<file path="src/rtl/ipv6ap_pkg.sv">
`timescale 1ns / 1ps
`default_nettype none

package ipv6ap_pkg;

   localparam int CHAR_W  = 8;
   localparam int GROUP_W = 16;
   localparam int GROUPS  = 8;
   localparam int DIGITS  = 4;
   localparam int ADDR_W  = GROUP_W * GROUPS;
   localparam int HALF_W  = ADDR_W / 2;
   localparam int COUNT_W = $clog2(GROUPS + 1);
   localparam int DIGIT_W = $clog2(DIGITS + 1);
   localparam int NIBBLE_W = $clog2(GROUP_W);

   localparam logic [CHAR_W-1:0] COLON_CHAR = 8'h3A;

   typedef struct packed {
      logic       ok;
      logic [3:0] value;
   } hex_type;

   // Hand-over from the character scanner to the result stage on the last character.
   typedef struct packed {
      logic               valid;
      logic               ok;
      logic [COUNT_W-1:0] gap_pos;
      logic [ADDR_W-1:0]  head;
      logic [ADDR_W-1:0]  tail;
   } done_type;

   // Decodes one hex digit in either case; letters have the low nibble one to six.
   function automatic hex_type hex_decode(input logic [CHAR_W-1:0] c);
      hex_type h;
      h.ok    = 1'b0;
      h.value = c[3:0];
      if (c >= "0" && c <= "9") begin
         h.ok = 1'b1;
      end else if ((c >= "a" && c <= "f") || (c >= "A" && c <= "F")) begin
         h.ok    = 1'b1;
         h.value = c[3:0] + 4'd9;
      end
      return h;
   endfunction

endpackage

`default_nettype wire

</file>
<file path="src/rtl/ipv6ap_req_if.sv">
`timescale 1ns / 1ps
`default_nettype none

interface ipv6ap_req_if;
   import ipv6ap_pkg::*;

   logic              valid;
   logic              ready;
   logic [CHAR_W-1:0] char_byte;
   logic              last_char;

   modport source (output valid, output char_byte, output last_char, input ready);
   modport sink (input valid, input char_byte, input last_char, output ready);
endinterface

`default_nettype wire

</file>
<file path="src/rtl/ipv6ap_rsp_if.sv">
`timescale 1ns / 1ps
`default_nettype none

interface ipv6ap_rsp_if;
   import ipv6ap_pkg::*;

   logic              valid;
   logic              ready;
   logic [HALF_W-1:0] addr_high;
   logic [HALF_W-1:0] addr_low;
   logic              addr_valid;

   modport source (output valid, output addr_high, output addr_low, output addr_valid,
                   input ready);
   modport sink (input valid, input addr_high, input addr_low, input addr_valid,
                 output ready);
endinterface

`default_nettype wire

</file>
<file path="src/rtl/ipv6_text_address_parser.sv">
`timescale 1ns / 1ps
`default_nettype none

// IPv6 address text parser.
// The req channel takes one character of the address text per item, with
// last_char set on the final character. The rsp channel gives one item per
// string: the 128-bit address as addr_high (groups 0..3) and addr_low (groups
// 4..7), and addr_valid; a rejected string gives zeros with addr_valid low.
// Each character goes into an input register and is scanned from there; the
// scan of the last character loads the result into the output register, where
// it waits until taken. One character is taken every cycle unless a last
// character stalls as below; the parse state updates once per character.
// While a result waits in the output register, characters of the next string
// keep flowing; only a last character stalls in the input register (ready
// low) until the waiting result is taken.
// Reset (synchronous, active high) empties both registers and returns the
// parser to the start of a string. After each last character the parser
// returns to the start on its own, whatever errors the string held.
module ipv6_text_address_parser (
   input  logic        clock,
   input  logic        reset,
   ipv6ap_req_if.sink  req_chan,
   ipv6ap_rsp_if.source rsp_chan
);
   import ipv6ap_pkg::*;

   done_type done;
   logic     hold;

   ipv6ap_scan u_scan (
      .clock    (clock),
      .reset    (reset),
      .req_chan (req_chan),
      .hold     (hold),
      .done     (done)
   );

   ipv6ap_pack u_pack (
      .clock    (clock),
      .reset    (reset),
      .done     (done),
      .hold     (hold),
      .rsp_chan (rsp_chan)
   );

endmodule

`default_nettype wire

</file>
<file path="src/rtl/ipv6ap_scan.sv">
`timescale 1ns / 1ps
`default_nettype none

module ipv6ap_scan (
   input  logic                clock,
   input  logic                reset,
   ipv6ap_req_if.sink          req_chan,
   input  logic                hold,
   output ipv6ap_pkg::done_type done
);
   import ipv6ap_pkg::*;

   typedef enum logic [2:0] {
      PH_START,
      PH_LEAD,
      PH_GROUP,
      PH_COLON,
      PH_DOUBLE
   } phase_type;

   logic              in_valid_ff, in_valid_in;
   logic [CHAR_W-1:0] char_ff, char_in;
   logic              last_ff, last_in;

   phase_type          phase_ff, phase_in;
   logic [COUNT_W-1:0] count_ff, count_in;
   logic [COUNT_W-1:0] gap_pos_ff, gap_pos_in;
   logic               gap_ff, gap_in;
   logic [GROUP_W-1:0] acc_ff, acc_in;
   logic [DIGIT_W-1:0] dcount_ff, dcount_in;
   logic               err_ff, err_in;
   logic [ADDR_W-1:0]  head_ff, head_in;
   logic [ADDR_W-1:0]  tail_ff, tail_in;

   logic               step;
   logic               colon;
   hex_type            hex;
   logic               do_start, do_close, do_double;
   logic               ok;
   logic [ADDR_W-1:0]  tail_fin;
   logic [COUNT_W-1:0] count_fin;

   // The character in the input register waits only when it closes a string and
   // the result stage is still holding the previous address.
   assign step           = in_valid_ff && !(last_ff && hold);
   assign req_chan.ready = !(in_valid_ff && last_ff && hold);

   always_comb begin
      in_valid_in = in_valid_ff;
      char_in     = char_ff;
      last_in     = last_ff;
      if (req_chan.ready) begin
         in_valid_in = req_chan.valid;
         char_in     = req_chan.char_byte;
         last_in     = req_chan.last_char;
      end
   end

   always_comb begin
      hex       = hex_decode(char_ff);
      colon     = (char_ff == COLON_CHAR);
      phase_in  = phase_ff;
      count_in  = count_ff;
      gap_pos_in = gap_pos_ff;
      gap_in    = gap_ff;
      acc_in    = acc_ff;
      dcount_in = dcount_ff;
      err_in    = err_ff;
      head_in   = head_ff;
      tail_in   = tail_ff;
      do_start  = 1'b0;
      do_close  = 1'b0;
      do_double = 1'b0;

      if (step && !err_ff) begin
         case (phase_ff)
            PH_START: begin
               if (colon) begin
                  phase_in = PH_LEAD;
               end else if (hex.ok) begin
                  do_start = 1'b1;
               end else begin
                  err_in = 1'b1;
               end
            end
            PH_LEAD: begin
               if (colon) begin
                  do_double = 1'b1;
               end else begin
                  err_in = 1'b1;
               end
            end
            PH_GROUP: begin
               if (hex.ok) begin
                  if (dcount_ff >= DIGIT_W'(DIGITS)) begin
                     err_in = 1'b1;
                  end else begin
                     acc_in    = {acc_ff[GROUP_W-5:0], hex.value};
                     dcount_in = dcount_ff + 1'b1;
                  end
               end else if (colon) begin
                  do_close = 1'b1;
                  phase_in = PH_COLON;
               end else begin
                  err_in = 1'b1;
               end
            end
            PH_COLON: begin
               if (colon) begin
                  do_double = 1'b1;
               end else if (hex.ok) begin
                  do_start = 1'b1;
               end else begin
                  err_in = 1'b1;
               end
            end
            PH_DOUBLE: begin
               if (hex.ok) begin
                  do_start = 1'b1;
               end else begin
                  err_in = 1'b1;
               end
            end
            default: begin
               err_in = 1'b1;
            end
         endcase
      end

      if (do_start) begin
         if (count_ff >= COUNT_W'(GROUPS)) begin
            err_in = 1'b1;
         end else begin
            acc_in    = GROUP_W'(hex.value);
            dcount_in = DIGIT_W'(1);
            phase_in  = PH_GROUP;
         end
      end

      // Completed groups shift in at the bottom, so the newest is always lowest.
      if (do_close) begin
         tail_in   = {tail_ff[ADDR_W-GROUP_W-1:0], acc_ff};
         count_in  = count_ff + 1'b1;
         acc_in    = '0;
         dcount_in = '0;
      end

      // At the double colon the groups so far move aside; they are placed at
      // the top of the address once the string is complete.
      if (do_double) begin
         if (gap_ff) begin
            err_in = 1'b1;
         end else begin
            gap_in     = 1'b1;
            gap_pos_in = count_ff;
            head_in    = tail_ff;
            tail_in    = '0;
            phase_in   = PH_DOUBLE;
         end
      end

      ok        = !err_in;
      tail_fin  = tail_in;
      count_fin = count_in;
      if (ok) begin
         if (phase_in == PH_GROUP) begin
            tail_fin  = {tail_in[ADDR_W-GROUP_W-1:0], acc_in};
            count_fin = count_in + 1'b1;
         end else if (phase_in != PH_DOUBLE) begin
            ok = 1'b0;
         end
      end
      if (!gap_in && count_fin != COUNT_W'(GROUPS)) begin
         ok = 1'b0;
      end

      done.valid   = step && last_ff;
      done.ok      = ok;
      done.gap_pos = gap_pos_in;
      done.head    = head_in;
      done.tail    = tail_fin;

      if (step && last_ff) begin
         phase_in   = PH_START;
         count_in   = '0;
         gap_pos_in = '0;
         gap_in     = 1'b0;
         acc_in     = '0;
         dcount_in  = '0;
         err_in     = 1'b0;
         head_in    = '0;
         tail_in    = '0;
      end
   end

   always_ff @(posedge clock) begin
      char_ff <= char_in;
      last_ff <= last_in;
      if (reset) begin
         in_valid_ff <= 1'b0;
         phase_ff    <= PH_START;
         count_ff    <= '0;
         gap_pos_ff  <= '0;
         gap_ff      <= 1'b0;
         acc_ff      <= '0;
         dcount_ff   <= '0;
         err_ff      <= 1'b0;
         head_ff     <= '0;
         tail_ff     <= '0;
      end else begin
         in_valid_ff <= in_valid_in;
         phase_ff    <= phase_in;
         count_ff    <= count_in;
         gap_pos_ff  <= gap_pos_in;
         gap_ff      <= gap_in;
         acc_ff      <= acc_in;
         dcount_ff   <= dcount_in;
         err_ff      <= err_in;
         head_ff     <= head_in;
         tail_ff     <= tail_in;
      end
   end

`ifndef NO_ASSERTIONS
   a_count_range : assert property (@(posedge clock) disable iff (reset)
      count_ff <= COUNT_W'(GROUPS))
      else $error("group count above eight");

   a_gap_order : assert property (@(posedge clock) disable iff (reset)
      gap_ff |-> gap_pos_ff <= count_ff)
      else $error("double colon placed after the last group");

   a_string_restart : assert property (@(posedge clock) disable iff (reset)
      (step && last_ff) |=> (phase_ff == PH_START && count_ff == '0 && !err_ff && !gap_ff))
      else $error("parser not back at start after the last character");

   a_no_gap_no_head : assert property (@(posedge clock) disable iff (reset)
      !gap_ff |-> head_ff == '0)
      else $error("leading groups held without a double colon");
`endif

endmodule

`default_nettype wire

</file>
<file path="src/rtl/ipv6ap_pack.sv">
`timescale 1ns / 1ps
`default_nettype none

module ipv6ap_pack (
   input  logic                 clock,
   input  logic                 reset,
   input  ipv6ap_pkg::done_type done,
   output logic                 hold,
   ipv6ap_rsp_if.source         rsp_chan
);
   import ipv6ap_pkg::*;

   localparam int SHIFT_W = $clog2(ADDR_W + 1);

   logic               rsp_valid_ff, rsp_valid_in;
   logic [ADDR_W-1:0]  addr_ff, addr_in;
   logic               ok_ff, ok_in;
   logic [COUNT_W-1:0] zero_groups;
   logic [SHIFT_W-1:0] head_shift;

   assign hold = rsp_valid_ff && !rsp_chan.ready;

   // The leading groups go to the top; the zero run of the double colon sits
   // between them and the trailing groups, which already lie at the bottom.
   always_comb begin
      zero_groups = COUNT_W'(GROUPS) - done.gap_pos;
      head_shift  = SHIFT_W'(zero_groups) << NIBBLE_W;
      addr_in     = addr_ff;
      ok_in       = ok_ff;
      if (done.valid) begin
         ok_in   = done.ok;
         addr_in = done.ok ? ((done.head << head_shift) | done.tail) : '0;
      end
      rsp_valid_in = rsp_valid_ff;
      if (done.valid) begin
         rsp_valid_in = 1'b1;
      end else if (rsp_chan.ready) begin
         rsp_valid_in = 1'b0;
      end
   end

   always_ff @(posedge clock) begin
      addr_ff <= addr_in;
      ok_ff   <= ok_in;
      if (reset) begin
         rsp_valid_ff <= 1'b0;
      end else begin
         rsp_valid_ff <= rsp_valid_in;
      end
   end

   assign rsp_chan.valid      = rsp_valid_ff;
   assign rsp_chan.addr_high  = addr_ff[ADDR_W-1:HALF_W];
   assign rsp_chan.addr_low   = addr_ff[HALF_W-1:0];
   assign rsp_chan.addr_valid = ok_ff;

`ifndef NO_ASSERTIONS
   a_no_overwrite : assert property (@(posedge clock) disable iff (reset)
      done.valid |-> !hold)
      else $error("new address arrived while the previous one was stalled");

   a_load_shows : assert property (@(posedge clock) disable iff (reset)
      done.valid |=> rsp_valid_ff)
      else $error("finished address not presented");

   a_invalid_zero : assert property (@(posedge clock) disable iff (reset)
      (rsp_valid_ff && !ok_ff) |-> addr_ff == '0)
      else $error("rejected string carries a nonzero address");
`endif

endmodule

`default_nettype wire
</file>
<file path="src/flat_wrapper.sv">
// flat-port wrapper written by rule: the top's interface ports become plain ports
module ipv6_text_address_parser_flat import ipv6ap_pkg::*;
  (clock, reset, req_chan_valid, req_chan_char_byte, req_chan_last_char, req_chan_ready, rsp_chan_valid, rsp_chan_addr_high, rsp_chan_addr_low, rsp_chan_addr_valid, rsp_chan_ready);
  ipv6ap_req_if req_chan_i ();
  ipv6ap_rsp_if rsp_chan_i ();
  input  logic clock;
  input  logic reset;
  input wire logic [$bits(req_chan_i.valid)-1:0] req_chan_valid;
  input wire logic [$bits(req_chan_i.char_byte)-1:0] req_chan_char_byte;
  input wire logic [$bits(req_chan_i.last_char)-1:0] req_chan_last_char;
  output wire logic [$bits(req_chan_i.ready)-1:0] req_chan_ready;
  output wire logic [$bits(rsp_chan_i.valid)-1:0] rsp_chan_valid;
  output wire logic [$bits(rsp_chan_i.addr_high)-1:0] rsp_chan_addr_high;
  output wire logic [$bits(rsp_chan_i.addr_low)-1:0] rsp_chan_addr_low;
  output wire logic [$bits(rsp_chan_i.addr_valid)-1:0] rsp_chan_addr_valid;
  input wire logic [$bits(rsp_chan_i.ready)-1:0] rsp_chan_ready;
  assign req_chan_i.valid = req_chan_valid;
  assign req_chan_i.char_byte = req_chan_char_byte;
  assign req_chan_i.last_char = req_chan_last_char;
  assign req_chan_ready = req_chan_i.ready;
  assign rsp_chan_valid = rsp_chan_i.valid;
  assign rsp_chan_addr_high = rsp_chan_i.addr_high;
  assign rsp_chan_addr_low = rsp_chan_i.addr_low;
  assign rsp_chan_addr_valid = rsp_chan_i.addr_valid;
  assign rsp_chan_i.ready = rsp_chan_ready;
  ipv6_text_address_parser u_core (.clock(clock), .reset(reset), .req_chan(req_chan_i), .rsp_chan(rsp_chan_i));
endmodule
</file>
<file path="config.mk">
export PLATFORM = sky130hd
export DESIGN_NAME = ipv6_text_address_parser_flat
export DESIGN_NICKNAME = d
export VERILOG_FILES = /design/src/rtl/ipv6ap_pkg.sv /design/src/rtl/ipv6ap_req_if.sv /design/src/rtl/ipv6ap_rsp_if.sv /design/src/rtl/ipv6_text_address_parser.sv /design/src/rtl/ipv6ap_scan.sv /design/src/rtl/ipv6ap_pack.sv /design/src/flat_wrapper.sv
export SDC_FILE = /design/constraint.sdc
export NUM_CORES = 1
export LEC_CHECK = 0
export ABC_CLOCK_PERIOD_IN_PS = 9400
export BUFFER_PORTS_ARGS = -buffer_cell sky130_fd_sc_hd__buf_2
export CAP_MARGIN = 10
export CORE_MARGIN = 10
export CORE_UTILIZATION = 25
export CTS_CLUSTER_DIAMETER = 80
export DETAILED_ROUTE_END_ITERATION = 6
export PLACE_DENSITY = 0.47
export SKIP_CTS_REPAIR_TIMING = 1
export SYNTH_ARGS = -nofsm -noshare
export SYNTH_HDL_FRONTEND = slang
export SYNTH_HIERARCHICAL = 1
export SYNTH_SLANG_ARGS = --single-unit
</file>
<file path="constraint.sdc">
create_clock -name clock -period 9.4 [get_ports clock]
set_clock_uncertainty 0.15 [all_clocks]
set_input_delay 1.41 -clock clock [delete_from_list [all_inputs] [get_ports clock]]
set_output_delay 1.41 -clock clock [all_outputs]
set_load 0.01 [all_outputs]
</file>
# Word level (Yosys, flattened, before mapping)
# Index checks and enable logic that the tools add are counted.
totals:
  regBits: 428
  inputBits: 13
  out_inout_bits: 131
  word_cells: 127
op_classes:
  add_sub_neg: 5
  magnitude_cmp: 8
  n_eq_ne: 8
  shift: 1
  muxes: 65
  n_bitwise: 1
  reduce_logical: 24
op_table:
  columns: ["cell", "n"]
  rows:
  - ["128-bit two-way mux", 7]
  - ["128-bit bitwise OR", 1]
  - ["128-bit by 8-bit left shift with 128-bit output", 1]
  - ["16-bit two-way mux", 7]
  - ["3-bit two-way mux", 14]
  - ["1-bit two-way mux", 27]
  - ["4-bit two-way mux", 6]
  - ["8-bit by 7-bit greater-or-equal comparator with 1-bit output, second input constant", 2]
  - ["8-bit by 7-bit less-or-equal comparator with 1-bit output, second input constant", 2]
  - ["1-bit logical AND", 11]
  - ["3-bit by 2-bit equality test with 1-bit output, second input constant", 3]
  - ["4-bit by 1-bit adder with 4-bit output, second input constant", 2]
  - ["8-bit by 6-bit equality test with 1-bit output, second input constant", 1]
  - ["8-bit by 6-bit greater-or-equal comparator with 1-bit output, second input constant", 1]
  - ["8-bit by 6-bit less-or-equal comparator with 1-bit output, second input constant", 1]
  - ["1-bit logical NOT", 6]
  - ["3-bit one-hot mux with 2 select lines", 1]
  - ["2-bit OR reduction", 3]
  - ["5-bit two-way mux", 1]
  - ["4-bit adder, second input constant", 1]
  - ["4-bit greater-or-equal comparator, second input constant", 1]
  - ["4-bit inequality test, second input constant", 1]
  - ["1-bit one-hot mux with 4 select lines", 1]
  - ["4-bit subtractor, first input constant", 1]
  - ["other kinds (10)", 10]

# Depth between registers and ports, before layout
logic_depth:
  word_depth: 18
  depth_mapped: 24
  depth_no_buf: 16

# Modules after synthesis
# Netlist, hierarchy kept.
modules_own_cells:
  columns: ["module", "instances", "cells_per_inst", "area_each_um2", "seq_area_each_um2"]
  rows:
  - ["ipv6ap_scan", 1, 1850, 13563.0, 6055.8]
  - ["ipv6ap_pack", 1, 822, 8533.2, 3893.7]

# Worst setup path before layout
# Ideal clock, no wire load.
synth_path:
  path_type: "input to register"
  from: "in rsp_chan_ready"
  to: "reg u_core.u_scan.tail_ff[22]"
  setup_ns: 0.128
  t_arrival_ns: 8.701
  required_time_ns: 9.122
  path_slack_ns: 0.421
  stages: 7
  path_buffers: 2
  path_cell_list: "nor2b_1 > nor2_1 > nor2_1 > nand2_1 > clkbuf_1 > buf_1 > nor2_1"
synth_rtl:
  columns: ["element", "line_no", "source"]
  rows:
  - ["start, declared", "flat_wrapper.sv:16", "input wire logic [$bits(rsp_chan_i.ready)-1:0] rsp_chan_ready;"]
  - ["end signal, assigned", "ipv6ap_scan.sv:220", "tail_ff <= tail_in;"]
  - ["end, declared", "ipv6ap_scan.sv:33", "logic [ADDR_W-1:0] tail_ff, tail_in;"]

==> impl_metrics.tcl <==
set metrics [dict create \
    worst_slack_ps 3450 \
    drtAntennaViolNets 0 \
    whs_ps 311 \
    p_clk_share_pct 51.4 \
    slew_headroom_pct 25.5 \
    wl_met3_um 5220 \
    comb_power_share_pct 2.1 \
    wirelength_um 86200 \
    switching_power_uw 930 \
    cts-root-buf "clkbuf_16" \
    drt_iter0_drc 1952 \
    synthCells 2672 \
    cp.buffers_inverters 2 \
    die_h_um 317 \
    path_class "flip-flop to flip-flop" \
    drive_gt1_share_pct 13.9 \
    viasPerCell 5.06 \
    worstPathCellList "nor4bb_1 -> nand3_1 -> or4_4 -> nand2_1 -> nand2_1 -> ha_1 -> xnor2_1 -> xnor2_1 -> nor2_1 -> mux2i_1 -> o21ai_0 -> mux2i_1 -> a2111oi_4 -> buf_4 -> buf_4 -> nand2_1 -> o21ai_0" \
    ys_ff_latch 428 \
    hold_viol 0 \
    dpl.hpwl_um 57100 \
    crit_top_cell "nand2_1" \
    topRoutingLayerUsed "met4" \
    worst_path_dominant_cell_family "simple AND/OR/NAND/NOR gates" \
    met2_length_um 37300 \
    ys.flop_type "dfxtp_1" \
    final_nets 2706 \
    dr.pass1.iters 6 \
    slowest_stage "or4_4" \
    track_usage_pct 16.5 \
    fin_crit_ps 5950 \
    clock.fmax_mhz 168 \
    num_vias 19600 \
    io_buffers 143 \
    setup_violations 0 \
    place.gp.congestion 0.821 \
    synthArstFlopShare_pct 0 \
    htreeDepth 2 \
    io_pins 144 \
    m1WireLength_um 41100 \
    critical-path-max-stage-delay_ps 840 \
    cts_sinks 428 \
    rows 108 \
    initial_core_util_pct 25.3 \
    synth_edf_count 138 \
    final_common_cell "nand2_1" \
    path_max_fanout 84 \
    status "complete, no violations" \
    grt_overflow 0 \
    finalCritPeriodShare_pct 63.3 \
    p_per_area_mw_per_mm2 163 \
    drv_cap 0 \
    seq_power_share_pct 46.5 \
    cts_buffer_depth 3 \
    dieArea_mm2 0.101 \
    internal_power_uw 3200 \
    grt_pass1_vias 18100 \
    area_delta_synth_final_pct 14.8 \
    avgSynthCellArea_um2 8.27 \
    worstSetupEndpointType "flip-flop" \
    layout_common_cells "899 x nand2_1, 290 x dfxtp_1, 256 x a21oi_1, 180 x o21ai_0, 165 x mux2i_1" \
    routedWlPerCell_um 22.2 \
    clkLatencyLatePin_ps 620 \
    antenna_found_initial 7 \
    yosysUniqueCellTypes 70 \
    ir_drop_mv 0.129 \
    rsz0062_at_grt "no" \
    numCtsBuffers 52 \
    die_w_um 317 \
    fin_tns_setup_ps 0 \
    switching_share_pct 22.5 \
    required_ps 9670 \
    core_area_mm2 0.0873 \
    synth-seq-area-share_pct 45.0 \
    drc 0 \
    nFillCells 9527 \
    power.leakage_uw 0.00923 \
    syn_nets 2695 \
    cp-start-kind "flip-flop" \
    slew_violations 0 \
    place_ws_ps 2890 \
    syn-cell-area_mm2 0.0221 \
    worst_pin_slew_ps 1120 \
    min_path_type "flip-flop to flip-flop" \
    cts.clk_slew.worst_paths_ps 60 \
    cts_tree "done" \
    synth_warnings 6 \
    grt_max_degree 160 \
    grt_pass1_wl_um 126000 \
    cp_data_arrival_time_ps 6220 \
]
[sequential cells by signal, indices dropped and copies added, names as in the netlist]
name / count
u_core/u_pack/addr_ff: 128
u_core/u_scan/head_ff: 128
u_core/u_scan/tail_ff: 128
u_core/u_scan/acc_ff: 16
u_core/u_scan/char_ff: 8
u_core/u_scan/count_ff: 4
u_core/u_scan/gap_pos_ff: 4
u_core/u_scan/dcount_ff: 3
u_core/u_scan/phase_ff: 3
u_core/u_pack/rsp_chan.addr_valid: 1
u_core/u_pack/rsp_chan.valid: 1
u_core/u_scan/err_ff: 1
u_core/u_scan/gap_ff: 1
u_core/u_scan/in_valid_ff: 1
u_core/u_scan/last_ff: 1
[cells by family after synthesis]
group,count (synthesis),synth area share [%]
buffers and inverters,236,5.32
XOR/XNOR,12,0.561
multiplexers,182,9.16
flip-flops,428,45.0
AND/OR/NAND/NOR,1093,20.0
AO/OA/AOI/OAI,711,19.4
adder cells (fa/ha/maj),10,0.566
[layout make-up]
type / count / area, µm² / area share, %
inverter: 12 / 45.0 / 0.178
antenna: 3 / 7.51 / 0.0296
timing repair buffer: 181 / 1040 / 4.10
clock buffer: 70 / 1480 / 5.84
clock inverter: 27 / 328 / 1.29
tap: 1155 / 1450 / 5.70
sequential: 428 / 9950 / 39.2
multi-input combinational: 2008 / 11100 / 43.6
[power groups by stage]
stage / clock network, µW / registers (µW) / logic, µW
finish: 2120 / 1920 / 85.8
global route: 2240 / 1920 / 92.4
CTS: 2170 / 1920 / 87.5
detailed placement: 0 / 1960 / 87.3
global placement: 0 / 1960 / 87.9
floorplan: 0 / 1960 / 49.1
[cell usage after synthesis, types with 18 or more instances]
master / n / area share, %
a21oi_1: 256 / 5.8
a22oi_1: 21 / 0.71
a31oi_1: 52 / 1.5
buf_2: 25 / 0.57
clkbuf_1: 144 / 2.4
dfxtp_1: 290 / 26
edfxtp_1: 138 / 19
mux2i_1: 165 / 7.5
nand2_1: 900 / 15
nand3_1: 23 / 0.52
nor2_1: 49 / 0.83
nor2b_1: 35 / 0.99
nor3_1: 52 / 1.2
o21a_1: 18 / 0.61
o21ai_0: 181 / 4.1
o21ai_1: 44 / 1.0
o21ai_2: 70 / 2.8
[through the flow]
stage                     util [%]  instances  power [µW]  area, µm²
after floorplan                  -       2672        2010      22100
after global placement        27.0       3784        2050      23500
after detailed placement      27.0       3784        2050      23500
after CTS                     29.0       3881        4180      25300
after global routing          29.0       3881        4260      25300
final                         29.0       3884        4130      25400
[routing by layer]
metal | track usage [%] | vias to the layer above
li1 | - | 9288
met1 | 24.1 | 9603
met2 | 24.5 | 654
met3 | 2.58 | 95
met4 | 5.35 | 0
met5 | 0 | -
[tightest hold or removal path: cells and delay by family, from the launching register on]
| family | cells | cell delay, ps |
|---|---|---|
| flip-flops | 1 | 300 |
| AND/OR/NAND/NOR | 1 | 60 |
| AO/OA/AOI/OAI | 1 | 60 |
[worst paths after layout]
| kind | start | end | slack, ps | depth (start not counted) |
|---|---|---|---|---|
| hold reg to reg | u_core/u_scan/head_ff[24] | u_core/u_scan/head_ff[24] | 310 | 2 |
| hold / removal | u_core/u_scan/head_ff[24] | u_core/u_scan/head_ff[24] | 310 | 2 |
| setup / recovery | u_core/u_scan/char_ff[7] | u_core/u_pack/addr_ff[6] | 3450 | 17 |
| setup reg to reg | u_core/u_scan/char_ff[7] | u_core/u_pack/addr_ff[6] | 3450 | 17 |
Note: power is estimated with default switching activity, not from simulation.
